**src/rtl/pip_pkg.sv**
```systemverilog
// ----------------------------------------------------------------------------
// pip_pkg: shared types and defaults for the point-in-polygon test unit
// Holds the default coordinate width, the edge queue depth, the flags that
// travel with each edge beat and the front-end state encoding.
// ----------------------------------------------------------------------------
package pip_pkg;

   // default coordinate width (signed fixed point)
   localparam int COORD_WIDTH_DEF = 16;

   // entries in the edge queue between front and back
   localparam int QUEUE_DEPTH_DEF = 4;

   // control flags carried with each edge beat
   typedef struct packed {
      logic clear;   // first edge of a polygon: start parity from zero
      logic emit;    // closing edge: deliver the parity as a result
   } pip_flags_type;

   // front-end sequencer, one-hot
   typedef enum logic [1:0] {
      ST_TAKE  = 2'b01,
      ST_CLOSE = 2'b10
   } pip_state_type;

endpackage

```
**src/rtl/point_in_polygon_test_unit.sv**
```systemverilog
// ----------------------------------------------------------------------------
// point_in_polygon_test_unit: even-odd ray-crossing point-in-polygon test
// Streams polygon vertices, tests every edge against the query point and
// returns one inside/outside bit per polygon.
// ----------------------------------------------------------------------------
//
//   channel | direction | handshake          | payload
//   --------+-----------+--------------------+--------------------------------
//   req     | in        | req_valid/stall    | point y/x, vertex y/x, last mark
//   rsp     | out       | rsp_valid/stall    | inside_res
//
// A vertex beat queues one edge; a beat with the last mark also queues the
// closing edge, and req_stall stays high until the front end has done so.
// A result follows its closing edge from the queue through the difference,
// product and compare stages of the back end.
// Reset is synchronous and active high; it empties the queue and pipeline.
// A stalled result freezes the back end; the queue then fills and req_stall
// rises once it is full.
// ----------------------------------------------------------------------------
module point_in_polygon_test_unit import pip_pkg::*; #(
   parameter int COORD_WIDTH = COORD_WIDTH_DEF,
   parameter int QUEUE_DEPTH = QUEUE_DEPTH_DEF
) (
   input  logic                          clock,
   input  logic                          reset,
   input  logic                          req_valid,
   output logic                          req_stall,
   input  logic signed [COORD_WIDTH-1:0] req_point_y,
   input  logic signed [COORD_WIDTH-1:0] req_point_x,
   input  logic signed [COORD_WIDTH-1:0] req_vertex_y,
   input  logic signed [COORD_WIDTH-1:0] req_vertex_x,
   input  logic                          req_last_vertex,
   output logic                          rsp_valid,
   input  logic                          rsp_stall,
   output logic                          rsp_inside_res
);

   localparam int EW = 6 * COORD_WIDTH;
   localparam int QW = EW + $bits(pip_flags_type);

   logic          push, pop, queue_full, head_valid;
   logic [EW-1:0] push_edge, head_edge;
   pip_flags_type push_flags, head_flags;
   logic [QW-1:0] head_data;

   pip_front #(
      .COORD_WIDTH (COORD_WIDTH)
   ) u_front (
      .clock           (clock),
      .reset           (reset),
      .req_valid       (req_valid),
      .req_stall       (req_stall),
      .req_point_y     (req_point_y),
      .req_point_x     (req_point_x),
      .req_vertex_y    (req_vertex_y),
      .req_vertex_x    (req_vertex_x),
      .req_last_vertex (req_last_vertex),
      .push            (push),
      .push_edge       (push_edge),
      .push_flags      (push_flags),
      .queue_full      (queue_full)
   );

   pip_queue #(
      .WIDTH (QW),
      .DEPTH (QUEUE_DEPTH)
   ) u_queue (
      .clock     (clock),
      .reset     (reset),
      .push      (push),
      .push_data ({push_edge, push_flags}),
      .full      (queue_full),
      .pop       (pop),
      .not_empty (head_valid),
      .head_data (head_data)
   );

   assign {head_edge, head_flags} = head_data;

   pip_back #(
      .COORD_WIDTH (COORD_WIDTH)
   ) u_back (
      .clock          (clock),
      .reset          (reset),
      .head_valid     (head_valid),
      .head_edge      (head_edge),
      .head_flags     (head_flags),
      .pop            (pop),
      .rsp_valid      (rsp_valid),
      .rsp_stall      (rsp_stall),
      .rsp_inside_res (rsp_inside_res)
   );

endmodule

```
**src/rtl/pip_queue.sv**
```systemverilog
// ----------------------------------------------------------------------------
// pip_queue: short edge queue
// Small circular buffer that decouples the vertex front end from the
// crossing-test back end.
// ----------------------------------------------------------------------------
module pip_queue import pip_pkg::*; #(
   parameter int WIDTH = 8,
   parameter int DEPTH = QUEUE_DEPTH_DEF
) (
   input  logic             clock,
   input  logic             reset,
   input  logic             push,
   input  logic [WIDTH-1:0] push_data,
   output logic             full,
   input  logic             pop,
   output logic             not_empty,
   output logic [WIDTH-1:0] head_data
);

   localparam int AW = (DEPTH > 1) ? $clog2(DEPTH) : 1;
   localparam int CW = $clog2(DEPTH + 1);

   logic [WIDTH-1:0] mem_ff [DEPTH];
   logic [AW-1:0]    wr_ptr_ff, wr_ptr_in;
   logic [AW-1:0]    rd_ptr_ff, rd_ptr_in;
   logic [CW-1:0]    count_ff, count_in;

   assign full      = (count_ff == CW'(DEPTH));
   assign not_empty = (count_ff != '0);
   assign head_data = mem_ff[rd_ptr_ff];

   // advance pointers and fill count
   always_comb begin
      wr_ptr_in = wr_ptr_ff;
      rd_ptr_in = rd_ptr_ff;
      count_in  = count_ff;
      if (push) begin
         wr_ptr_in = (wr_ptr_ff == AW'(DEPTH - 1)) ? '0 : wr_ptr_ff + 1'b1;
      end
      if (pop) begin
         rd_ptr_in = (rd_ptr_ff == AW'(DEPTH - 1)) ? '0 : rd_ptr_ff + 1'b1;
      end
      if (push && !pop) begin
         count_in = count_ff + 1'b1;
      end else if (pop && !push) begin
         count_in = count_ff - 1'b1;
      end
   end

   always_ff @(posedge clock) begin
      if (reset) begin
         wr_ptr_ff <= '0;
         rd_ptr_ff <= '0;
         count_ff  <= '0;
      end else begin
         wr_ptr_ff <= wr_ptr_in;
         rd_ptr_ff <= rd_ptr_in;
         count_ff  <= count_in;
      end
   end

   // store the incoming beat
   always_ff @(posedge clock) begin
      if (push) begin
         mem_ff[wr_ptr_ff] <= push_data;
      end
   end

endmodule

```
**src/rtl/pip_front.sv**
```systemverilog
// ----------------------------------------------------------------------------
// pip_front: vertex front end
// Accepts vertex beats, latches the query point and first vertex, and turns
// each beat into an edge for the back end; a last vertex adds the closing edge.
// ----------------------------------------------------------------------------
module pip_front import pip_pkg::*; #(
   parameter int COORD_WIDTH = COORD_WIDTH_DEF
) (
   input  logic                          clock,
   input  logic                          reset,
   input  logic                          req_valid,
   output logic                          req_stall,
   input  logic signed [COORD_WIDTH-1:0] req_point_y,
   input  logic signed [COORD_WIDTH-1:0] req_point_x,
   input  logic signed [COORD_WIDTH-1:0] req_vertex_y,
   input  logic signed [COORD_WIDTH-1:0] req_vertex_x,
   input  logic                          req_last_vertex,
   output logic                          push,
   output logic [6*COORD_WIDTH-1:0]      push_edge,
   output pip_flags_type                 push_flags,
   input  logic                          queue_full
);

   localparam int W = COORD_WIDTH;

   pip_state_type state_ff, state_in;
   logic          in_poly_ff, in_poly_in;
   logic          take;

   logic signed [W-1:0] query_y_ff, query_x_ff;
   logic signed [W-1:0] first_y_ff, first_x_ff;
   logic signed [W-1:0] prev_y_ff,  prev_x_ff;

   assign req_stall = (state_ff != ST_TAKE) || queue_full;
   assign take      = req_valid && !req_stall;

   // build the edge beat: {query y, query x, vertex i y, x, vertex j y, x}
   always_comb begin
      push       = 1'b0;
      push_edge  = {query_y_ff, query_x_ff, first_y_ff, first_x_ff, prev_y_ff, prev_x_ff};
      push_flags = '{clear: 1'b0, emit: 1'b0};
      state_in   = state_ff;
      in_poly_in = in_poly_ff;
      case (state_ff)
         ST_TAKE: begin
            if (take) begin
               push       = 1'b1;
               in_poly_in = !req_last_vertex;
               if (req_last_vertex) begin
                  state_in = ST_CLOSE;
               end
               if (!in_poly_ff) begin
                  // first vertex: degenerate edge, restart parity
                  push_edge  = {req_point_y, req_point_x, req_vertex_y, req_vertex_x,
                                req_vertex_y, req_vertex_x};
                  push_flags = '{clear: 1'b1, emit: 1'b0};
               end else begin
                  push_edge  = {query_y_ff, query_x_ff, req_vertex_y, req_vertex_x,
                                prev_y_ff, prev_x_ff};
               end
            end
         end
         ST_CLOSE: begin
            // closing edge from first vertex to the last one, then report
            if (!queue_full) begin
               push       = 1'b1;
               push_flags = '{clear: 1'b0, emit: 1'b1};
               state_in   = ST_TAKE;
            end
         end
         default: begin
            state_in = ST_TAKE;
         end
      endcase
   end

   always_ff @(posedge clock) begin
      if (reset) begin
         state_ff   <= ST_TAKE;
         in_poly_ff <= 1'b0;
      end else begin
         state_ff   <= state_in;
         in_poly_ff <= in_poly_in;
      end
   end

   // hold the polygon context
   always_ff @(posedge clock) begin
      if (take) begin
         prev_y_ff <= req_vertex_y;
         prev_x_ff <= req_vertex_x;
         if (!in_poly_ff) begin
            query_y_ff <= req_point_y;
            query_x_ff <= req_point_x;
            first_y_ff <= req_vertex_y;
            first_x_ff <= req_vertex_x;
         end
      end
   end

endmodule

```
**src/rtl/pip_back.sv**
```systemverilog
// ----------------------------------------------------------------------------
// pip_back: crossing-test back end
// Three-stage pipeline: differences, cross products, compare and parity.
// Delivers the parity on a closing edge through the result register.
// ----------------------------------------------------------------------------
module pip_back import pip_pkg::*; #(
   parameter int COORD_WIDTH = COORD_WIDTH_DEF
) (
   input  logic                     clock,
   input  logic                     reset,
   input  logic                     head_valid,
   input  logic [6*COORD_WIDTH-1:0] head_edge,
   input  pip_flags_type            head_flags,
   output logic                     pop,
   output logic                     rsp_valid,
   input  logic                     rsp_stall,
   output logic                     rsp_inside_res
);

   localparam int W  = COORD_WIDTH;
   localparam int DW = W + 1;
   localparam int PW = 2 * DW;

   logic signed [W-1:0] qy, qx, yi, xi, yj, xj;
   logic                adv;

   // difference stage
   logic                 a_valid_ff;
   pip_flags_type        a_flags_ff;
   logic                 a_straddle_ff;
   logic signed [DW-1:0] a_d_ff, a_ax_ff, a_bx_ff, a_cy_ff;

   // product stage
   logic                 b_valid_ff;
   pip_flags_type        b_flags_ff;
   logic                 b_straddle_ff;
   logic                 b_dpos_ff;
   logic signed [PW-1:0] b_l_ff, b_r_ff;

   // parity and result
   logic parity_ff, parity_in;
   logic hit;
   logic rsp_valid_ff;
   logic rsp_inside_ff;

   assign {qy, qx, yi, xi, yj, xj} = head_edge;

   // the whole pipeline holds while a result waits
   assign adv = !rsp_valid_ff || !rsp_stall;
   assign pop = adv && head_valid;

   always_ff @(posedge clock) begin
      if (reset) begin
         a_valid_ff   <= 1'b0;
         b_valid_ff   <= 1'b0;
         rsp_valid_ff <= 1'b0;
         parity_ff    <= 1'b0;
      end else if (adv) begin
         a_valid_ff   <= head_valid;
         b_valid_ff   <= a_valid_ff;
         rsp_valid_ff <= b_valid_ff && b_flags_ff.emit;
         if (b_valid_ff) begin
            parity_ff <= parity_in;
         end
      end
   end

   // take differences of the edge against the query point
   always_ff @(posedge clock) begin
      if (adv) begin
         a_flags_ff    <= head_flags;
         a_straddle_ff <= (yi > qy) != (yj > qy);
         a_d_ff        <= DW'(yj) - DW'(yi);
         a_ax_ff       <= DW'(qx) - DW'(xi);
         a_bx_ff       <= DW'(xj) - DW'(xi);
         a_cy_ff       <= DW'(qy) - DW'(yi);
      end
   end

   // form both cross products
   always_ff @(posedge clock) begin
      if (adv) begin
         b_flags_ff    <= a_flags_ff;
         b_straddle_ff <= a_straddle_ff;
         b_dpos_ff     <= (a_d_ff > 0);
         b_l_ff        <= PW'(a_ax_ff) * PW'(a_d_ff);
         b_r_ff        <= PW'(a_bx_ff) * PW'(a_cy_ff);
      end
   end

   // compare with the sign of the y difference and toggle parity
   always_comb begin
      if (b_dpos_ff) begin
         hit = b_straddle_ff && (b_l_ff < b_r_ff);
      end else begin
         hit = b_straddle_ff && (b_r_ff < b_l_ff);
      end
      parity_in = (b_flags_ff.clear ? 1'b0 : parity_ff) ^ hit;
   end

   always_ff @(posedge clock) begin
      if (adv && b_valid_ff && b_flags_ff.emit) begin
         rsp_inside_ff <= parity_in;
      end
   end

   assign rsp_valid      = rsp_valid_ff;
   assign rsp_inside_res = rsp_inside_ff;

endmodule

```
**config.mk**
```make
export PLATFORM = sky130hd
export DESIGN_NAME = point_in_polygon_test_unit
export DESIGN_NICKNAME = d
export VERILOG_FILES = /design/src/rtl/pip_pkg.sv /design/src/rtl/point_in_polygon_test_unit.sv /design/src/rtl/pip_queue.sv /design/src/rtl/pip_front.sv /design/src/rtl/pip_back.sv
export SDC_FILE = /design/constraint.sdc
export NUM_CORES = 2
export LEC_CHECK = 0
export BUFFER_PORTS_ARGS = -buffer_cell sky130_fd_sc_hd__buf_2
export CORE_MARGIN = 8
export CORE_UTILIZATION = 35
export CTS_BUF_LIST = sky130_fd_sc_hd__clkbuf_8
export CTS_CLUSTER_DIAMETER = 40
export DETAILED_ROUTE_END_ITERATION = 10
export SYNTH_ARGS = -nofsm -noshare
export SYNTH_HDL_FRONTEND = slang
export SYNTH_HIERARCHICAL = 1
export SYNTH_SLANG_ARGS = --single-unit
```
**constraint.sdc**
```tcl
create_clock -name clock -period 7.9 [get_ports clock]
set_input_delay 0 -clock clock [delete_from_list [all_inputs] [get_ports clock]]
set_output_delay 0 -clock clock [all_outputs]
set_load 0.1 [all_outputs]
```
; Word-level counts from Yosys, hierarchy flattened
; Memories as Yosys holds them, arrays and structs flattened. A register that Yosys moved wholly into a read port is not among the register bits.
; Cells that the tools add are included.
[op_classes]
addsub = 8
mul = 2
div = 0
order_cmp = 5
eq_ne = 10
shifts = 0
muxes = 24
n_bitwise = 2
n_reduce_logical = 23
[ops]
columns = cell, count
row1 = $mux W96, 3
row2 = $lt A34 B34 Y1, 2
row3 = $mul A17 B17 Y34, 2
row4 = $sub A16 B16 Y17, 4
row5 = $gt A16 B16 Y1, 2
row6 = $mux W2, 9
row7 = $gt A17 B1 Y1 const B, 1
row8 = $logic_and A1 B1 Y1, 9
row9 = $pmux W2 S2, 2
row10 = $mux W1, 7
row11 = $eq A2 B2 Y1 const B, 3
row12 = $logic_not A1 Y1, 6
row13 = $mux W3, 2
row14 = $reduce_and A2 Y1, 3
row15 = $add A2 B1 Y2 const B, 2
row16 = $ne A2 B1 Y1 const B, 2
row17 = $ne A2 B2 Y1 const B, 2
row18 = $add A3 B1 Y3 const B, 1
row19 = $eq A3 B3 Y1 const B, 1
row20 = $reduce_and A3 Y1, 1
row21 = $reduce_bool A3 Y1, 1
row22 = $sub A3 B1 Y3 const B, 1
row23 = $eq A2 B1 Y1 const B, 1
row24 = $logic_or A1 B1 Y1, 2
row25 = 5 further kinds, 5
[totals]
ff_bits = 254
latch_bits = 0
ram_bits = 392
romBits = 0
inputBits = 69
output_inout_bits = 3
word_cells = 104
memories = 1
[mem_list]
columns = memory, depth, word_bits, rd, rd_ports_with_merged_regs, write_ports, line
row1 = u_queue.mem_ff, 4, 98, 1, 1, 1, pip_queue.sv:23  ; logic [WIDTH-1:0] mem_ff [DEPTH];

; Longest topological paths before layout
[depth]
word_depth = 10
ltp_mapped = 25

; By module
; The synthesis kept the hierarchy.
[modules_own_cells]
columns = mod, instances, cells_per_inst, area_each_um2
row1 = pip_back, 1, 3105, 30200.2
row2 = pip_queue, 1, 556, 14557.7
row3 = pip_front, 1, 225, 4441.8

; Worst setup path before layout
; Ideal clock, no wire load.
[synth_path]
path_type = register to register
startpoint = register u_back.a_d_ff[2]
endpoint = register u_back.b_l_ff[32], data pin
setup_ns = 0.262
arrival_time_ns = 5.926
required_time_ns = 7.638
slack_ns = 1.712
stages_incl_launch_ff = 21
path_buffers = 1
path_cell_list = edfxtp_1 > clkbuf_1 > nand2_1 > inv_1 > fa_1 > fa_1 > fa_1 > fa_1 > fa_1 > inv_1 > fa_1 > inv_1 > ha_1 > or3_1 > a21oi_1 > nor3_1 > a211oi_1 > o21ai_0 > nor3b_1 > a21oi_1 > xor2_1
[synth_via]
elab_chain_len = 1
[synth_lines]
columns = element, line
row1 = "start, declared", pip_back.sv:31  ; logic signed [DW-1:0] a_d_ff, a_ax_ff, a_bx_ff, a_cy_ff;
row2 = "start signal, assigned", pip_back.sv:73  ; a_d_ff <= DW'(yj) - DW'(yi);
row3 = $mul A17 B17 Y34, pip_back.sv:86  ; b_l_ff <= PW'(a_ax_ff) * PW'(a_d_ff);
row4 = "end signal, assigned", pip_back.sv:86
row5 = "end, declared", pip_back.sv:38  ; logic signed [PW-1:0] b_l_ff, b_r_ff;
; Every way passes these cells.
; A chain may end at the register's enable or synchronous reset.

; Worst setup path in the final report
[layout_path]
startpoint = register u_back.a_d_ff[2]
endpoint = register u_back.b_l_ff[33], data pin
; Same word-level chain as after synthesis.

==> impl_results.md <==
- Num rows: 137
- Distinct cell type count after synthesis: 75
- Cell taking the most area after synthesis: edfxtp_1
- Yosys synthesis warning count: 6
- Achievable clock frequency: 144 MHz
- Fraction of layout instances using a drive strength above 1: 9.94%
- Most used flip-flop cell after synthesis: edfxtp_1
- Max-Slew Margin vs Limit: 35.7%
- Largest clock skew in the final design: 0.0662 ns
- Routed wire length: 107000 um
- Remaining design rule violation count: 0
- Total met2 wirelength after detailed routing: 53500 um
- Final WS setup: 0.958 ns
- DR iter-0 viols: 1467
- Area share of the largest cell type after synthesis: 38.6%
- Arrival time worst endpoint: 7.47 ns
- Buffers added on ports: 71
- Critical Path End Type: flip-flop
- Post-CTS Hold Buffers: 135
- Class of the most critical setup path: flip-flop to flip-flop
- Total Neg Setup Slack: 0 ns
- Number of nets in the synthesized netlist: 4845
- Sum of met3 wire segment lengths after detailed routing: 4840 um
- CTS sink count: 648
- Htree depth: 3
- Max clock buf depth: 3
- Total core area: 140000 um^2
- Final hold vios: 0
- Post-layout min period: 6.94 ns
- Initial antenna violation count: 3
- Total vias in the final route: 29000
- Synth-to-layout area growth: 12.4%
- Status: complete, no violations
- Routed length per instance: 17.7 um
- Period utilisation layout: 87.9%
- Worst reg2reg path depth: 20
- Remaining global-route overflow: 0
- Number of CTS-inserted buffers: 112
- CTS tree: done
- DP HPWL: 78900 um
- Type of origin of the critical path: flip-flop
- Largest cells by area after synthesis: edfxtp_1 (39%), fa_1 (24%), ha_1 (7.5%), inv_1 (5.5%), mux4_2 (4.5%)
- Count of flip-flops with a built-in enable after synthesis: 632
- Initial Utilization: 35.3%
- Vert. Die Dim: 391 um
- Setup fix buffers added after clock tree synthesis: 0
- Unrepaired setup endpoints after global routing: no
- Count of filler cells inserted in the layout: 13100
- Number of instances on the worst hold path: 3
- RePlAce Congestion: 0.853
- Max Fanout on Critical Path: 18
- Synthesized area divided by synthesized cell count: 12.7 um^2
- Share of synthesized area occupied by flip-flops and latches: 39.2%
- Global-route wire length before repair: 173000 um
- Number of setup violations in the final report: 0
- Die footprint: 153000 um^2
- Post-cts gate resize count: 0
- Post-DR vias/cell: 4.77
- Slew Viols, Final: 0
- Uppermost metal layer occupied by signal nets: met5
- WL met1: 44900 um
- Actual transition at the worst max-transition pin: 0.953 ns
- Synth cell count leaders: inv_1 (727), edfxtp_1 (632), fa_1 (597), nand2_1 (309), and2_1 (298)
- Clock-pin transition on the worst setup and hold timing paths: 0.06 ns
- Async SR Flop Fraction: 0%
- Pin count of the biggest net entering global routing: 121
- Final #Nets: 5073
- Via count of the first global-routing pass: 31600
- Detail Route Antenna Nets: 0
- Detailed-router iteration count before antenna repair: 5
- Number of instances in the synthesized netlist: 3886
- Worst Hold Class: input pin to flip-flop
- Global-route usage over all layers: 14.3%
- Most instantiated library cell after synthesis: inv_1
- Master cell of the clock root buffer: clkbuf_8
- Dpl ws: 1.07 ns
- Internal reg-to-reg setup slack: 0.96 ns
- Skew-Pair Late Insertion Delay: 0.79 ns
- Number of synthesized register bits: 648
- Cell area after synthesis: 49200 um^2
- Horizontal extent of the die: 391 um
- Max_cap viols: 0
- Count of pins on the block boundary: 72
- Required time of the worst setup path: 8.42 ns
## stage by stage
stage	instance area, um^2	utilization [%]	instances	hold slack [ns]
floorplan	49200	-	3886	0.0691
global placement	51600	37.0	5741	0.191
detailed placement	51600	37.0	5741	0.194
CTS	55300	39.6	6080	0.00295
global route	55300	39.6	6081	0.0644
finish	55300	39.6	6082	0.110
## cells in the final DEF (no fill, tap or decap), types with 17 or more instances in the layout
cell	count
or3_1	17
mux4_2	98
nor2_1	107
ha_1	293
a211oi_1	17
o21ai_0	57
xor2_1	35
inv_1	755
nand3_1	27
buf_2	71
clkinv_1	22
fa_1	597
xnor2_1	87
a21oi_1	91
nand2b_1	24
mux2_1	47
mux2_4	49
nor2b_1	21
a21o_1	31
nor3_1	33
nand2_1	308
and2_1	294
edfxtp_1	632
dlygate4sd3_1	135
buf_4	20
clkbuf_8	113
## flip-flops by register name (all words and copies together), names as in the netlist, 17 cells and up, named ones only
register        count
u_back/b_r_ff      34
u_back/a_d_ff      17
u_back/a_ax_ff     17
u_queue/mem_ff    392
u_back/a_bx_ff     17
u_back/a_cy_ff     17
u_back/b_l_ff      34
## cell families (layout without fill, tap and decap cells)
logic type      Yosys count  after routing  synth area share (%)
flops                   648            648                  39.2
compound gates          294            294                  3.90
simple gates            891            891                  9.15
fa+ha+maj               890            890                  31.7
other cells               0              2                     0
mux                     199            199                  7.16
xor+xnor                122            122                  2.17
buf+inv                 842           1160                  6.66
## final timing paths
path | end | startpoint
worst max-delay path | u_back/b_l_ff[33] | u_back/a_d_ff[2]
worst min-delay path | u_queue/mem_ff[2][73] | req_point_x[7]
worst max register to register | u_back/b_l_ff[33] | u_back/a_d_ff[2]
worst min register to register | u_back/b_straddle_ff | u_back/a_straddle_ff
## final cells by class
type | count | area (um^2) | area share [%]
diodes | 2 | 5.00 | 0.00905
clock buffers | 113 | 1560 | 2.81
clock inverters | 91 | 808 | 1.46
inverters | 728 | 2730 | 4.94
multi-input cells | 2396 | 26600 | 48.2
flip-flops and latches | 648 | 19300 | 34.9
well taps | 1876 | 2350 | 4.24
repair buffers | 228 | 1900 | 3.43
## worst max-delay path: stages, from the launching register on
cell	delay (ns)
edfxtp_1	0.69
nand2_1	0.23
inv_1	0.11
fa_1	0.77
fa_1	0.50
fa_1	0.51
fa_1	0.50
fa_1	0.49
inv_1	0.05
fa_1	0.47
inv_1	0.04
ha_1	0.34
a21oi_1	0.26
o21ai_0	0.18
a311oi_1	0.40
o21ai_0	0.15
a31oi_1	0.28
o21ai_0	0.21
a31o_2	0.26
a21oi_1	0.17
xnor2_1	0.08
## metal layers
layer,global-route usage [%],vias to the layer above
li1,-,13300
met3,2.42,171
met1,17.7,14900
met4,5.65,2
met5,0,-
met2,25.0,619
Power is left out: the tool's default activity adds up to more than one toggle a clock period on the data nets, which glitch-free logic cannot reach.
